[config.mk]
export PLATFORM = sky130hd
export DESIGN_NAME = bdd_window
export DESIGN_NICKNAME = d
export VERILOG_FILES = /design/src/rtl/core/bdd_pkg.sv /design/src/rtl/core/bdd_window.sv
export SDC_FILE = /design/constraint.sdc
export NUM_CORES = 1
export LEC_CHECK = 0
export ABC_AREA = 1
export BUFFER_PORTS_ARGS = -buffer_cell sky130_fd_sc_hd__buf_2
export CORE_MARGIN = 2
export CORE_UTILIZATION = 61
export DETAILED_ROUTE_END_ITERATION = 10
export GPL_ROUTABILITY_DRIVEN = 0
export HOLD_SLACK_MARGIN = 0.1
export PLACE_DENSITY = 0.79
export SLEW_MARGIN = 20
export SYNTH_ARGS = -nofsm -noshare
export SYNTH_HDL_FRONTEND = slang
export SYNTH_SLANG_ARGS = --single-unit
[constraint.sdc]
create_clock -name clk -period 2.1 [get_ports clk]
set_clock_uncertainty 0.2 [all_clocks]
set_input_delay 0.315 -clock clk [delete_from_list [all_inputs] [get_ports clk]]
set_output_delay 0.315 -clock clk [all_outputs]
set_load 0.1 [all_outputs]
[src/rtl/core/bdd_pkg.sv]
`timescale 1ns / 1ps

package bdd_pkg;

  // register field widths
  localparam int RADIUS_W    = 3;
  localparam int WIDTH_W     = 11;
  localparam int HEIGHT_W    = 13;
  localparam int CFG_DATA_W  = 13;
  localparam int CFG_INDEX_W = 2;

  // effective radius, enough for any radius limit of the build
  localparam int RAD_EFF_W = 4;
  localparam int RAD_LIMIT = 16;

  // position counters
  localparam int IN_ROW_W   = 13;
  localparam int OUT_ROW_W  = 12;
  localparam int MAX_HEIGHT = 4096;
  localparam int ROW_CAP    = 8191;

  typedef enum logic [CFG_INDEX_W-1:0] {
    CFG_RADIUS       = 2'd0,
    CFG_FRAME_WIDTH  = 2'd1,
    CFG_FRAME_HEIGHT = 2'd2
  } cfg_reg_t;

  typedef struct packed {
    logic emit;
    logic last;
  } scan_flags_t;

  // bit rv set when window cell (row slot j, column slot s) lies in the disk of radius rv
  function automatic logic [RAD_LIMIT-1:0] disk_hits(int j, int s);
    logic [RAD_LIMIT-1:0] v;
    int a;
    int b;
    v = '0;
    for (int rv = 0; rv < RAD_LIMIT; rv++) begin
      a = rv - j;
      b = rv - s;
      v[rv] = ((a * a + b * b) <= (rv * rv));
    end
    return v;
  endfunction

endpackage

[src/rtl/core/bdd_window.sv]
`timescale 1ns / 1ps

module bdd_window #(
  parameter int MAX_RADIUS = 7,
  localparam int WIN       = 2 * MAX_RADIUS + 1
) (
  input  logic                          clk,
  input  logic                          shift,
  input  logic [WIN-1:0]                column,
  input  logic [WIN-1:0]                row_ok,
  input  logic [WIN-1:0]                col_ok,
  input  logic [bdd_pkg::RAD_EFF_W-1:0] radius,
  output logic                          hit
);

  logic [WIN-1:0]       win [WIN];
  logic [WIN-1:0]       row_ok_q;
  logic [WIN-1:0]       col_ok_q;
  logic [WIN*WIN-1:0]   cells;

  // slot 0 holds the newest column
  always_ff @(posedge clk) begin
    if (shift) begin
      win[0] <= column;
      for (int s = 1; s < WIN; s++) begin
        win[s] <= win[s-1];
      end
      row_ok_q <= row_ok;
      col_ok_q <= col_ok;
    end
  end

  for (genvar s = 0; s < WIN; s++) begin : g_col
    for (genvar j = 0; j < WIN; j++) begin : g_row
      localparam logic [bdd_pkg::RAD_LIMIT-1:0] HITS = bdd_pkg::disk_hits(j, s);
      assign cells[s*WIN + j] = win[s][j] & row_ok_q[j] & col_ok_q[s] & HITS[radius];
    end
  end

  assign hit = |cells;

endmodule

==> results.yml, run 1 <==
run_status:
  status: "finished, violations left"
  violations: "negative setup slack"
worst_hold_path:
  hold_path.class: "register to register"
  worstHoldStart: "win[2][2]"
  min_to: "win[2][17]"
  holdPathStages: 0
critical_path:
  r2r_slack_ns: 1.07
  crit_top_cell: "nand2_1"
  worstSetupStartpointType: "register"
  cp_slowest_cell: "edfxtp_1"
  cp_slowest_stage_delay_ns: 0.39
  critical_path_required_ns: 1.58
  rr_worst_depth: 1
  crit_buf_inv: 3
  worstReg2RegStart: "win[1][2]"
  worstPathArrival_ns: 2.38
  cp-end-kind: "output port"
  r2r_end: "win[1][17]"
  crit_family: "simple AND/OR/NAND/NOR gates"
  crit_chain: "buf_4, buf_4, nand2_1, nor2_1, nand2_1, nand2_1, a21oi_2, nand2_1, nor2_1, nand3_1, nor2_2, nand2_4, buf_12"
  critPathKind: "register to output port"
  worst-path-max-fanout: 11
cts:
  worstSkewPairLatency_ns: 0.52
  cts_max_level: 1
  path_clk_slew_ns: 0.06
  cts_tree: "done"
  clock_sink_count: 255
  clockRootBuffer: "clkbuf_16"
  cts_buffer_depth: 3
  numCtsBuffers: 25
flow_run:
  drv_cap: 0
routing:
  drt-initial-drc-count: 1124
  ant_nets: 0
  vias_per_cell: 5.86
  drc: 0
  wirelength_um: 28300
  dr.pass1.iters: 6
  dr_total_vias: 8058
  wl_per_cell_um: 20.6
die:
  die_area_um2: 18400
  start_util_pct: 61.8
  die_h_um: 136
  core_area_um2: 17100
  die_w_um: 136
  std_cell_rows: 48
  ios: 52
final_layout:
  nets: 1185
  stdcell_count: 1375
  drive_above_1_share_pct: 17.7
  syn2layout_area_growth_pct: 24.8
  final.fill_count: 1048
  antenna_cells: 0
  multi_input_area_um2: 2650
  seqCellArea_um2: 7660
sta:
  setup_slack_ns: -0.799
  tightest_slew_ns: 0.491
  fin_hold_ws_ns: 0.241
  fmax_mhz: 345
  period_share_pct: 138
  slew_headroom_pct: 67.1
  rsz0062_at_grt: "true"
  fin_crit_ns: 2.90
  maxSlewViolCount: 0
  setup_tns_ns: -0.799
  hold_viol_final: 0
  setup_viol: 1
synthesis:
  syn_nets: 996
  netlist_area_um2: 10600
  ys_async_sr_fraction_pct: 0
  ys_ff_latch: 255
  synth_ff_type: "edfxtp_1"
  ys_seq_area_share_pct: 72.4
  synth_cells: 945
  yosys_warnings: 0
  avgSynthCellArea_um2: 11.2
  synth_edf_count: 255
  synth_cell_types: 29
pwr:
  ir_drop_mv: 0.856
  power_leakage_nw: 5.53
  power_density_nw_per_um2: 883
global_route:
  grt_use_total_pct: 31.5
  grt_pass1_wl_um: 43200
  antenna_found_initial: 0
  grt_overflow_total: 0
  grt_pass1_vias: 8042
  grt_max_degree: 48
place:
  hpwl_um: 18900
  placedCellCount: 1284
  io_buffers: 51
metrics by stage:
| step | utilization [%] | instance area [µm²] | power, W | setup slack (ns) |
|---|---|---|---|---|
| final | 77.1 | 13200 | 0.0116 | -0.799 |
| after global routing | 77.1 | 13200 | 0.0120 | -0.884 |
| after CTS | 77.1 | 13200 | 0.0116 | -0.754 |
| after detailed placement | 69.6 | 11900 | 0.00735 | -0.527 |
| after global placement | 69.6 | 11900 | 0.00731 | -0.496 |
| after floorplan | - | 10600 | 0.00669 | 0.00473 |
logic make-up (layout without fill, tap and decap cells):
logic type	after synthesis	after routing	synth area share, %
DFF	255	255	72.4
and+or+nand+nor	588	588	23.2
buffers and inverters	75	280	2.86
AOI/OAI and AO/OA	27	27	1.48
flip-flops by register name, summed over array words and instances, names as in the netlist:
| name | cells |
|---|---|
| row_ok_q | 15 |
| win | 225 |
| col_ok_q | 15 |
what timing repair did:
action,CTS,global route
pin swaps,5,3
hold endpoints to repair,80,0
resized for setup,15,1
endpoints found under the setup margin,1,1
buffers inserted,2,0
hold buffers,46,0
layout make-up:
class                      instances  share of cell area, %
tap                              225                   2.13
clock buffer                      32                   4.94
timing repair buffer             190                   12.7
sequential                       255                   58.0
clock inverter                    11                  0.797
multi-input combinational        615                   20.1
inverter                          47                   1.34
cell usage after synthesis (5+ instances only):
master	instances	area, µm²
inv_1	40	150
o21ai_1	8	40.0
nand3_1	87	435
clkbuf_1	19	71.3
nor2_1	107	402
nand2_2	7	43.8
nand3b_1	12	90.1
nand2_1	349	1310
inv_2	6	22.5
nand4_1	19	119
a21oi_1	8	40.0
edfxtp_1	255	7660
buf_2	5	25.0
power by group:
| part | switching [W] | internal, W | total, W |
|---|---|---|---|
| Combinational | 0.000732 | 0.000494 | 0.00123 |
| Clock | 0.00183 | 0.00243 | 0.00425 |
| Sequential | 0.000200 | 0.00597 | 0.00617 |
| Total | 0.00276 | 0.00889 | 0.0116 |
layer usage:
| layer | share of wire (%) | vias to the layer above | track usage (%) |
|---|---|---|---|
| met5 | 0 | - | 0 |
| met4 | 5.7 | 0 | 14.4 |
| met3 | 11 | 123 | 6.62 |
| met2 | 47 | 575 | 51.9 |
| met1 | 36 | 3758 | 40.7 |
| li1 | - | 3602 | - |
cells in the final DEF, fill, tap and decap left out:
master and n:
nand3_1 87, nand3_2 1, bufinv_16 2, nor2_4 1, nand2_2 10, o21ai_0 3
buf_12 18, clkinv_2 3, inv_1 39, inv_2 7, o21ai_1 8, clkinvlp_4 2
and3_1 2, clkbuf_1 7, clkbuf_16 25, nor2_1 103, a21oi_2 1, a21oi_4 1
a21boi_0 2, nand2_1 345, nand4_1 19, buf_2 49, clkinv_1 5, a21o_1 3
dlygate4sd3_1 46, or2_1 1, o21a_1 1, nand2_4 2, a21boi_1 1, buf_4 71
a21oi_1 7, edfxtp_1 255, nor2_2 5, buf_8 1, buf_6 5, nand3b_1 12
worst max path at each step:
stage | start | end | slack (ns) | cells after the start
finish | row_ok_q[1] | hit | -0.80 | 13
global route | row_ok_q[12] | hit | -0.88 | 12
floorplan | radius[1] | hit | 0.005 | 13
global placement | radius[2] | hit | -0.50 | 11
CTS | row_ok_q[14] | hit | -0.75 | 11
detailed placement | radius[3] | hit | -0.53 | 14
(Power assumes the default switching activity.)
==> inputs of run 2 (changes only) <==
Settings changed: CORE_UTILIZATION 61 to 63, CTS_BUF_LIST set to sky130_fd_sc_hd__clkbuf_2 sky130_fd_sc_hd__clkbuf_4 sky130_fd_sc_hd__clkbuf_8, PLACE_DENSITY 0.79 to 0.82, SKIP_LAST_GASP set to 1.
==> run 2 against run 1 <==
  * The flow still finishes with violations (negative setup slack)
  * Die area decreased by 3.1%
  * Core utilization increased by 3.2 points
  * Register-to-register slack got worse by 0.02 ns
  * Clock-buffer cell count increased by 22
  * Final cell count increased by 1.4%
  * Critical path depth decreased by 2
  * First-iteration DRC count increased by 5.6%
  * Critical path type unchanged
  * Largest power group unchanged
  * Highest routed layer unchanged
==> results.yml, run 2 (synthesis results as in run 1) <==
run_status:
  status: "finished, violations left"
  violations: "negative setup slack"
critical_path:
  worst-path-max-fanout: 4
  critPathKind: "register to output port"
  critical_path_required_ns: 1.58
  crit_family: "simple AND/OR/NAND/NOR gates"
  crit_buf_inv: 2
  worstPathArrival_ns: 2.42
  crit_chain: "buf_4, nand3_2, or2_1, nand2_1, nor2_1, nand3_1, nor2_2, nand2_1, nor2_2, nand2_4, buf_12"
  setup.worst_path.start: "col_ok_q[8]"
  worstSetupStartpointType: "register"
  rr_worst_depth: 1
  crit_cells: 11
  r2r_end: "win[1][17]"
  cp-end-kind: "output port"
  cp_slowest_cell: "edfxtp_1"
  cp_slowest_stage_delay_ns: 0.57
  r2r_slack_ns: 1.05
  crit_end: "hit"
  worstReg2RegStart: "win[1][2]"
routing:
  drc: 0
  dr_total_vias: 8166
  ant_nets: 0
  wl_per_cell_um: 20.5
  vias_per_cell: 5.86
  dr.pass1.iters: 7
  wirelength_um: 28600
  drt-initial-drc-count: 1187
sta:
  rsz0062_at_grt: "true"
  fin_crit_ns: 2.93
  hold_viol_final: 0
  tightest_slew_ns: 0.409
  setup_tns_ns: -0.831
  setup_slack_ns: -0.831
  period_share_pct: 140
  slew_headroom_pct: 72.7
  fin_hold_ws_ns: 0.239
  setup_viol: 1
  fmax_mhz: 341
  maxSlewViolCount: 0
die:
  ios: 52
  die_h_um: 134
  die_w_um: 134
  core_area_um2: 16500
  die_area_um2: 17800
  std_cell_rows: 47
  start_util_pct: 64.2
final_layout:
  syn2layout_area_growth_pct: 25.0
  drive_above_1_share_pct: 21.7
  final.fill_count: 935
  final_common_cell: "nand2_1"
  top_register: "win"
  nets: 1205
  stdcell_count: 1394
  largest_reg_flops: 225
  antenna_cells: 0
  layout_common_cells: "335 x nand2_1, 255 x edfxtp_1, 99 x nor2_1, 82 x nand3_1, 76 x buf_4"
  top_regs: "win x225, col_ok_q x15, row_ok_q x15"
global_route:
  grt_pass1_vias: 8514
  antenna_found_initial: 0
  grt_max_degree: 74
  grt_use_total_pct: 33.2
  grt_pass1_wl_um: 44200
  grt_overflow_total: 0
pwr:
  total_power_w: 0.0113
  power_density_nw_per_um2: 855
  ir_drop_mv: 0.672
  power_leakage_nw: 5.56
place:
  io_buffers: 51
  placedCellCount: 1268
  hpwl_um: 18500
  pre_cts_ws_ns: -0.529
worst_hold_path:
  hold_path.class: "register to register"
flow_run:
  drv_cap: 0
cts:
  clockRootBuffer: "clkbuf_8"
  worstSkewPairLatency_ns: 0.55
  clock_sink_count: 255
  cts_buffer_depth: 3
  cts_max_level: 2
  cts_tree: "done"
  numCtsBuffers: 40
  path_clk_slew_ns: 0.07
run 2: changes by cell type in the layout (fill, tap and decap cells not counted), sizes merged:
cell,previous run,this run
clkbuf,32,54
buf,144,149
bufinv,2,0
clkinv,8,7
run 2: where the power goes:
part	internal [W]	switching [W]
Sequential	0.00597	0.000201
Clock	0.00201	0.00186
Combinational	0.000513	0.000750
Total	0.00850	0.00281
run 2: cell type report:
type / count / area (µm²) / share of cell area [%]
Clock buffer: 54 / 662 / 5.01
Tap cell: 220 / 275 / 2.08
Clock inverter: 8 / 37.5 / 0.284
Multi-Input combinational cell: 615 / 2730 / 20.6
Inverter: 47 / 176 / 1.33
Timing Repair Buffer: 195 / 1690 / 12.7
Sequential cell: 255 / 7660 / 57.9
run 2: metal layers:
metal / track usage [%] / up-vias / wire (µm)
met3: 7.38 / 136 / 3280
met5: 0 / - / 0
met1: 42.2 / 3786 / 10200
met4: 18.1 / 0 / 1640
li1: - / 3635 / -
met2: 53.7 / 609 / 13500
run 2: repair_timing:
item | CTS | global route
buffers inserted | 16 | 2
hold buffers | 46 | 0
resized for setup | 25 | 22
pin swaps | 20 | 22
endpoints found under the hold margin | 66 | 0
endpoints found under the setup margin | 1 | 1
run 2: worst min path at each step:
stage | cells past startpoint | slack, ns | start | endpoint
finish | 0 | 0.24 | win[1][7] | win[1][22]
global placement | 0 | 0.22 | win[2][2] | win[2][17]
detailed placement | 0 | 0.23 | win[1][13] | win[1][28]
CTS | 0 | 0.24 | win[1][7] | win[1][22]
floorplan | 0 | 0.21 | col_ok[0] | col_ok_q[0]
global route | 0 | 0.25 | win[6][14] | win[6][29]
run 2: stage by stage:
step,utilization (%),cell area [µm²]
5_1_grt,80.3,13200
4_1_cts,79.8,13100
3_5_place_dp,71.6,11800
3_3_place_gp,71.6,11800
2_1_floorplan,-,10600
6_report,80.3,13200
