`src/rtl/core/bdd_pkg.sv`:
```
`timescale 1ns / 1ps

package bdd_pkg;

  // register field widths
  localparam int RADIUS_W    = 3;
  localparam int WIDTH_W     = 11;
  localparam int HEIGHT_W    = 13;
  localparam int CFG_DATA_W  = 13;
  localparam int CFG_INDEX_W = 2;

  // effective radius, enough for any radius limit of the build
  localparam int RAD_EFF_W = 4;
  localparam int RAD_LIMIT = 16;

  // position counters
  localparam int IN_ROW_W   = 13;
  localparam int OUT_ROW_W  = 12;
  localparam int MAX_HEIGHT = 4096;
  localparam int ROW_CAP    = 8191;

  typedef enum logic [CFG_INDEX_W-1:0] {
    CFG_RADIUS       = 2'd0,
    CFG_FRAME_WIDTH  = 2'd1,
    CFG_FRAME_HEIGHT = 2'd2
  } cfg_reg_t;

  typedef struct packed {
    logic emit;
    logic last;
  } scan_flags_t;

  // bit rv set when window cell (row slot j, column slot s) lies in the disk of radius rv
  function automatic logic [RAD_LIMIT-1:0] disk_hits(int j, int s);
    logic [RAD_LIMIT-1:0] v;
    int a;
    int b;
    v = '0;
    for (int rv = 0; rv < RAD_LIMIT; rv++) begin
      a = rv - j;
      b = rv - s;
      v[rv] = ((a * a + b * b) <= (rv * rv));
    end
    return v;
  endfunction

endpackage

```
`src/rtl/core/bdd_scan.sv`:
```
`timescale 1ns / 1ps

module bdd_scan #(
  parameter int MAX_RADIUS = 7,
  parameter int MAX_WIDTH  = 1024,
  parameter int STORE_ROWS = 16,
  localparam int COL_W     = $clog2(MAX_WIDTH),
  localparam int WW        = COL_W + 1,
  localparam int ROW_SEL_W = $clog2(STORE_ROWS),
  localparam int WIN       = 2 * MAX_RADIUS + 1,
  localparam int CNT_W     = WW + bdd_pkg::RAD_EFF_W + 1
) (
  input  logic                           clk,
  input  logic                           rst,
  input  logic                           accept,
  input  logic [bdd_pkg::RAD_EFF_W-1:0]  radius,
  input  logic [WW-1:0]                  width,
  input  logic [bdd_pkg::HEIGHT_W-1:0]   height,
  output logic                           wr_en,
  output logic [COL_W-1:0]               in_col,
  output logic [COL_W-1:0]               col_next,
  output logic [ROW_SEL_W-1:0]           in_row_mod,
  output bdd_pkg::scan_flags_t           flags,
  output logic [WIN-1:0]                 row_ok,
  output logic [WIN-1:0]                 col_ok
);

  localparam int XW = COL_W + 2;
  localparam int YW = bdd_pkg::HEIGHT_W + 1;

  logic [bdd_pkg::IN_ROW_W-1:0]  in_row;
  logic [CNT_W-1:0]              count;
  logic                          started;
  logic [COL_W-1:0]              out_col;
  logic [bdd_pkg::OUT_ROW_W-1:0] out_row;

  logic [WW-1:0]                 col_inc;
  logic                          col_wrap;
  logic [CNT_W-1:0]              thr;
  logic                          started_now;
  logic [bdd_pkg::HEIGHT_W-1:0]  orow_inc;
  logic [WW-1:0]                 ocol_inc;
  logic                          last;
  logic                          emit;
  logic                          restart;
  logic [XW-1:0]                 x_base;
  logic [YW-1:0]                 y_base;

  assign col_inc  = {1'b0, in_col} + WW'(1);
  assign col_wrap = (col_inc >= width);

  // outputs start once the stream is radius rows and radius pixels ahead
  assign thr         = CNT_W'(radius) * CNT_W'(width) + CNT_W'(radius);
  assign started_now = started || (count >= thr);

  assign orow_inc = bdd_pkg::HEIGHT_W'(out_row) + bdd_pkg::HEIGHT_W'(1);
  assign ocol_inc = {1'b0, out_col} + WW'(1);
  assign last     = (orow_inc >= height) && (ocol_inc >= width);

  assign emit    = accept && started_now;
  assign restart = emit && last;
  assign flags   = '{emit: emit, last: last};

  assign wr_en = accept && (in_row < height) && ({1'b0, in_col} < width);

  always_comb begin
    if (rst) begin
      col_next = '0;
    end else if (accept) begin
      if (restart || col_wrap) begin
        col_next = '0;
      end else begin
        col_next = col_inc[COL_W-1:0];
      end
    end else begin
      col_next = in_col;
    end
  end

  always_ff @(posedge clk) begin
    if (rst) begin
      in_col     <= '0;
      in_row     <= '0;
      in_row_mod <= '0;
      count      <= '0;
      started    <= 1'b0;
      out_col    <= '0;
      out_row    <= '0;
    end else if (accept) begin
      in_col <= col_next;
      if (restart) begin
        in_row     <= '0;
        in_row_mod <= '0;
        count      <= '0;
        started    <= 1'b0;
        out_col    <= '0;
        out_row    <= '0;
      end else begin
        if (col_wrap && (in_row < bdd_pkg::IN_ROW_W'(bdd_pkg::ROW_CAP))) begin
          in_row <= in_row + bdd_pkg::IN_ROW_W'(1);
          if (in_row_mod == ROW_SEL_W'(STORE_ROWS - 1)) begin
            in_row_mod <= '0;
          end else begin
            in_row_mod <= in_row_mod + ROW_SEL_W'(1);
          end
        end
        if (count != '1) begin
          count <= count + CNT_W'(1);
        end
        started <= started_now;
        if (emit) begin
          if (ocol_inc >= width) begin
            out_col <= '0;
            out_row <= out_row + bdd_pkg::OUT_ROW_W'(1);
          end else begin
            out_col <= ocol_inc[COL_W-1:0];
          end
        end
      end
    end
  end

  // frame edges seen from the output pixel, one flag per window slot
  assign x_base = XW'(out_col) + XW'(radius);
  assign y_base = YW'(out_row) + YW'(radius);

  for (genvar s = 0; s < WIN; s++) begin : g_col_ok
    assign col_ok[s] = (x_base >= XW'(s)) && (x_base < (XW'(width) + XW'(s)));
  end

  for (genvar j = 0; j < WIN; j++) begin : g_row_ok
    assign row_ok[j] = (y_base >= YW'(j)) && (y_base < (YW'(height) + YW'(j)));
  end

endmodule

```
`config.mk`:
```
export PLATFORM = sky130hd
export DESIGN_NAME = bdd_scan
export DESIGN_NICKNAME = d
export VERILOG_FILES = /design/src/rtl/core/bdd_pkg.sv /design/src/rtl/core/bdd_scan.sv
export SDC_FILE = /design/constraint.sdc
export NUM_CORES = 1
export LEC_CHECK = 0
export BUFFER_PORTS_ARGS = -buffer_cell sky130_fd_sc_hd__buf_2
export CAP_MARGIN = 20
export CORE_MARGIN = 2
export CORE_UTILIZATION = 25
export DETAILED_ROUTE_END_ITERATION = 8
export GPL_ROUTABILITY_DRIVEN = 0
export GPL_TIMING_DRIVEN = 0
export PLACE_DENSITY = 0.4
export SLEW_MARGIN = 10
export SYNTH_ARGS = -nofsm -noshare
export SYNTH_HDL_FRONTEND = slang
export SYNTH_SLANG_ARGS = --single-unit
```
`constraint.sdc`:
```
create_clock -name clk -period 21.6 [get_ports clk]
set_input_delay 6.48 -clock clk [delete_from_list [all_inputs] [get_ports clk]]
set_output_delay 6.48 -clock clk [all_outputs]
set_load 0.01 [all_outputs]
```
==> flow_metrics.tcl, run 1 <==
set metrics [dict create \
    pwr-share-comb 0.523 \
    routed_wl_mm 70.51 \
    setup_viol 0 \
    vias 16859 \
    ir_drop_mv 0.02530 \
    synth_area_um2 17740 \
    yosys-top-cells-count "ha_1, xnor2_1, nor2_1" \
    final_cells 3283 \
    cts_sinks 66 \
    rr_startpoint "out_row[6]" \
    max-slew-margin-rel 0.2684 \
    synth_enable_flop_cells 0 \
    yosysUniqueCellTypes 90 \
    yosysMostFrequentCell "ha_1" \
    hold_viol_final 0 \
    cts.repair.resized 0 \
    crit_fanout 14 \
    place.detailed.hpwl_mm 54.89 \
    clock_latency_ns 0.37 \
    drt.antenna.violating_nets 0 \
    post-route-drc-count 0 \
    viasPerCell 5.135 \
    tns_ns 0 \
    cp-end-kind "output pin" \
    power.leakage_uw 0.009136 \
    worstSetupPathType "in2out" \
    p_seq_frac 0.219 \
    max_stage_delay_ns 0.90 \
    place_inst 3263 \
    antenna_found_initial 0 \
    htreeDepth 3 \
    max_freq_mhz 49.84 \
    p_int_uw 316.9 \
    cts_hold_buf 0 \
    ctsRootBufferMaster "clkbuf_16" \
    grt-ovfl-total 0 \
    first_global_vias 16715 \
    status "finished, final reports clean" \
    critPathLaunch "width[3]" \
    grtUsageTotal 0.1898 \
    crit_cells 22 \
    synth_fp_nets 2719 \
    cts_made_buffers 9 \
    port_buffers 79 \
    final_nets 2831 \
    grt_pass1_wl_mm 106.1 \
    cts_tree "built" \
    finalCritPeriodShare 0.9290 \
    die_w_um 270.4 \
    crit_chain "buf_2 -> clkbuf_1 -> clkinv_1 -> nor2_1 -> fa_1 -> fa_1 -> ha_1 -> ha_1 -> or3_1 -> o211a_1 -> a41oi_1 -> a21oi_1 -> xnor2_1 -> ha_1 -> and4_1 -> o2111ai_1 -> a21oi_4 -> o21ai_4 -> buf_6 -> o21ai_0 -> o21ai_0 -> buf_2" \
    synthFlopType "dfxtp_1" \
    start_kind "input pin" \
    syn_to_final_growth_pct 13.24 \
    path_common_cell "ha_1" \
    ys_seq_area_frac 0.07449 \
    drt_iter0_drc 1282 \
    dr.pass1.iters 5 \
    io_pins 88 \
    skew_ns 0.007100 \
    maxSlewViolCount 0 \
    synth-seq-cells 66 \
    synth_top_area_share 0.3111 \
    swShare 0.4419 \
    drive_gt1_frac 0.08714 \
    rr_worst_depth 15 \
    critical_path_arrival_ns 13.59 \
    netlist.top_cell.by_area "ha_1" \
    hold_start "out_row[8]" \
    power.switching_uw 250.9 \
    hold_depth 1 \
    min_period_ns 20.07 \
    rows 97 \
    fp.dieH_um 270.4 \
    cts_setup_buffers 0 \
    max_slew.worst_pin.slew_ns 1.097 \
    grt_max_degree 19 \
    hold_class "reg2reg" \
    maxCapViolCount 0 \
    synth_warnings 0 \
    initial_utilization 0.2528 \
    synth.avg_cell_area_um2 7.975 \
    cts_buffer_depth 2 \
    clk_pin_slew_ns 0.06 \
    async_flop_share 0 \
    core_um2 70150 \
    synthCells 2224 \
    cp.required_ns 15.12 \
    synthTopCellsByArea "ha_1, xnor2_1, dfxtp_1" \
    dieArea_um2 73090 \
    rsz0062_at_grt "no" \
    clockPowerShare 0.257 \
    avgRoutedWirePerCell_um 21.48 \
    cp_num_buf_inv 5 \
    crit_family "buffers and inverters" \
    power-per-cell-area_nw_per_um2 28.27 \
    critPathSlowestCell "clkinv_1" \
]
## power by group through the flow
stage | Clock (uW) | Combinational (uW) | Sequential, uW
3_3_place_gp | 0 | 289 | 127
4_1_cts | 152 | 297 | 124
2_1_floorplan | 0 | 205 | 126
6_report | 146 | 297 | 125
5_1_grt | 156 | 332 | 125
3_5_place_dp | 0 | 295 | 127
## cells by family (layout without fill, tap and decap cells)
| group | Yosys count | after routing | share of synthesized area |
|---|---|---|---|
| other | 0 | 2 | 0 |
| buffers and inverters | 183 | 300 | 0.04232 |
| AND/OR/NAND/NOR | 665 | 665 | 0.1837 |
| AO/OA/AOI/OAI | 514 | 514 | 0.1980 |
| flip-flops | 66 | 66 | 0.07449 |
| adder cells (fa/ha/maj) | 464 | 464 | 0.3370 |
| multiplexers | 7 | 7 | 0.003950 |
| XOR/XNOR | 325 | 325 | 0.1605 |
## cell usage in the layout, fill, tap and decap left out, types with 12 or more instances in the layout
master     count
nand2_1      120
nand2b_1      30
nor2b_1       20
ha_1         441
a21o_1        50
o211ai_1      12
a22o_1        18
dfxtp_1       66
buf_2         87
and2_1        35
a2111oi_0     23
a21oi_1      119
a31oi_1       16
xor2_1        43
nor2_2        13
clkbuf_1      54
o21a_1        45
o21ai_0      103
and3_1        15
buf_1         14
nor2_1       232
xnor2_1      265
inv_1         87
a211oi_1      19
nand4_1       29
nor3_1        44
nand3_1       59
buf_8         15
fa_1          23
## flip-flops by register name, summed over array words and instances, names as in the netlist
name	count
in_row	13
in_row_mod	4
out_row	12
out_col	10
started	1
count	16
in_col	10
## metrics by stage
step	total power, uW	setup slack [ns]	cell area (um^2)	hold slack [ns]	utilization
after floorplan	331.9	3.438	17740	0.4498	-
after global placement	416.6	1.578	19310	0.4965	0.2752
after detailed placement	422.1	1.635	19780	0.4879	0.2820
after CTS	574.0	1.597	20060	0.5072	0.2859
after global routing	612.5	1.152	20080	0.5314	0.2863
final	567.8	1.534	20090	0.5065	0.2863
## routing by layer
metal / vias up / routed length, um / global-route usage / share of wire
li1: 8214 / - / - / -
met4: 0 / 1400 / 0.04274 / 0.020
met3: 86 / 3209 / 0.02409 / 0.046
met1: 8122 / 34070 / 0.2663 / 0.48
met2: 437 / 31830 / 0.3075 / 0.45
met5: - / 0 / 0 / 0
## path summary, 6_finish.rpt
check	to	slack (ns)
min	out_row[8]	0.51
min reg2reg	out_row[8]	0.51
max	col_next[0]	1.53
max reg2reg	started	17.55
## worst register-to-register path, cell delays in order, from the launching register on
cell and delay [ns]:
dfxtp_1 0.30, buf_4 0.18, nand4_1 0.18, nor2_1 0.46
nand2_1 0.14, nor2_1 0.13, xor2_1 0.26, ha_1 0.30
a21o_1 0.16, a21o_1 0.17, a21oi_1 0.14, o21ai_0 0.12
a21oi_2 0.40, clkbuf_1 0.51, o21ai_0 0.34, a21oi_1 0.19
## final cells by class
cell class	count	area (um^2)
clock inverters	7	52.55
plain buffers	86	387.9
diodes	2	5.005
repair buffers	101	699.4
flip-flops and latches	66	1321
fillers	7670	50060
clock buffers	9	225.2
inverters	97	364.1
multi-input cells	1975	15850
well taps	940	1176
No activity file was read; power rests on OpenSTA's default activity.
==> run 2: changes to the inputs <==
ABC_CLOCK_PERIOD_IN_PS = 16450   (was not set)
PLACE_DENSITY = 0.42   (was 0.4)
clock period = 16.45 ns   (was 21.6 ns; I/O delays follow)
==> run 2 against run 1 <==
Core utilization about the same. Clock skew increased by 0.0039 ns. Critical path type unchanged. Worst setup slack got worse by 1.2 ns. Final cell count decreased by 0.24%. Routed wire length decreased by 2.2%. Sequential power increased by 30%. Hold slack about the same. Flip-flop and latch count unchanged. Highest routed layer unchanged. Clock power increased by 42%. Register-to-register slack got worse by 5.2 ns. Total power increased by 34%. Critical endpoint is now col_next[6]. Via count increased by 0.60%.
==> flow_metrics.tcl, run 2 (synthesized netlist as in run 1, its figures left out) <==
set metrics [dict create \
    clock_latency_ns 0.36 \
    port_buffers 79 \
    place.detailed.hpwl_mm 54.49 \
    clk_pin_slew_ns 0.06 \
    top_regs "count x16, in_row x13, out_row x12" \
    post-route-drc-count 0 \
    ff_latch_area_um2 1321 \
    crit_fanout 10 \
    skew_ns 0.01102 \
    crit_chain "buf_2 -> buf_2 -> buf_1 -> and2_1 -> fa_1 -> fa_1 -> ha_1 -> ha_1 -> and3_1 -> a21oi_1 -> o211ai_1 -> a2111oi_1 -> nor3b_1 -> ha_1 -> a21o_1 -> a211o_1 -> a22o_1 -> o21ai_4 -> buf_6 -> o221ai_1 -> o21ai_2 -> buf_2" \
    rr_worst_depth 15 \
    syn_to_final_growth_pct 13.25 \
    r2r_slack_ns 12.32 \
    r2r_end "started" \
    setup_viol 0 \
    worst_slack_ns 0.3241 \
    final_util 0.2863 \
    htreeDepth 3 \
    die_w_um 270.4 \
    grt_max_degree 21 \
    max_stage_delay_ns 0.75 \
    grtUsageTotal 0.1852 \
    multi_input_area_um2 15840 \
    maxSlewViolCount 0 \
    grt_use_met3 0.01645 \
    power-per-cell-area_nw_per_um2 37.81 \
    drive_gt1_frac 0.09083 \
    critPathSlowestCell "buf_1" \
    rr_startpoint "out_row[6]" \
    max-slew-margin-rel 0.2173 \
    dp_slack_ns -0.5585 \
    grt_pass1_wl_mm 104.7 \
    min_period_ns 16.13 \
    dr.pass1.iters 7 \
    cts_hold_buf 0 \
    max_freq_mhz 62.01 \
    cp-end-kind "output pin" \
    vias 16960 \
    critical_path_arrival_ns 11.19 \
    cts_made_buffers 9 \
    core_um2 70150 \
    drt_iter0_drc 1013 \
    antenna_found_initial 0 \
    worstHoldEndpoint "started" \
    final_cells 3275 \
    drt.antenna.violating_nets 0 \
    ctsRootBufferMaster "clkbuf_16" \
    cts_tree "built" \
    viasPerCell 5.179 \
    max_slew.worst_pin.slew_ns 1.174 \
    power.leakage_uw 0.009164 \
    top_usage_layer "met2" \
    first_global_vias 16899 \
    met1_usage 0.2497 \
    maxCapViolCount 0 \
    fp.dieH_um 270.4 \
    hold_depth 2 \
    start_kind "input pin" \
    final_common_cell "ha_1" \
    rows 97 \
    hold_start "started" \
    cts_buffer_depth 2 \
    grt-ovfl-total 0 \
    hold_class "reg2reg" \
    initial_utilization 0.2528 \
    final_cell_mix "ha_1, xnor2_1, nor2_1" \
    cts_sinks 66 \
    avgRoutedWirePerCell_um 21.06 \
    dieArea_um2 73090 \
    fill_cells 7736 \
    top_register "count" \
    routed_wl_mm 68.97 \
    status "finished, final reports clean" \
    final_nets 2824 \
    place_inst 3263 \
    io_pins 88 \
    rsz0062_at_grt "no" \
    finalCritPeriodShare 0.9803 \
    largest_reg_flops 16 \
    worstSetupPathType "in2out" \
    hold_viol_final 0 \
    met2_usage 0.3146 \
    cp.required_ns 11.51 \
    ir_drop_mv 0.05561 \
]
-- run 2: worst max-delay path: cells and delay by family --
family	cells	cell delay, ns
adder cells (fa/ha/maj)	5	1.95
buffers and inverters	5	1.56
AO/OA/AOI/OAI	9	2.18
AND/OR/NAND/NOR	3	0.54
-- run 2: area by class of cell --
| class | instances | share of cell area |
|---|---|---|
| Antenna cell | 1 | 0.0001246 |
| Buffer | 80 | 0.01875 |
| Clock buffer | 9 | 0.01121 |
| Clock inverter | 7 | 0.004236 |
| Inverter | 97 | 0.01844 |
| Multi-Input combinational cell | 1975 | 0.7886 |
| Sequential cell | 66 | 0.06578 |
| Tap cell | 940 | 0.05855 |
| Timing Repair Buffer | 100 | 0.03432 |
-- run 2: how the worst max path moves through the flow --
stage / from / end / cells after the start
after global routing: radius[2] / col_next[6] / 24
after global placement: width[3] / col_next[5] / 22
after floorplan: width[0] / col_next[0] / 22
after detailed placement: width[3] / col_next[5] / 21
final: width[8] / col_next[6] / 22
after CTS: radius[1] / col_next[5] / 24
-- run 2: power by group --
part / switching (uW) / internal [uW]
sequential: 2.08 / 161
clock: 86.6 / 120
combinational: 237 / 152
-- run 2: timing repair --
item / in CTS / in global routing
hold endpoints to repair: 0 / 0
setup endpoints to repair: 11 / 10
setup buffers: 1 / 0
gates resized for setup: 5 / 9
cloned: 0 / 0
-- run 2: through the flow --
stage | setup TNS [ns] | total power, uW | hold slack (ns) | instance area, um^2
after global routing | 0 | 818.4 | 0.5428 | 20080
after floorplan | 0 | 435.8 | 0.4498 | 17740
after global placement | -2.585 | 544.5 | 0.4892 | 19310
after detailed placement | -2.793 | 553.4 | 0.4947 | 19760
after CTS | 0 | 766.1 | 0.5055 | 20070
final | 0 | 759.4 | 0.5064 | 20090
-- run 2: metal layers --
layer | part of all wire | up-vias | routed length, um
li1 | - | 8200 | -
met1 | 0.47 | 8213 | 32210
met2 | 0.47 | 451 | 32340
met3 | 0.041 | 96 | 2816
met4 | 0.023 | 0 | 1607
met5 | 0 | - | 0
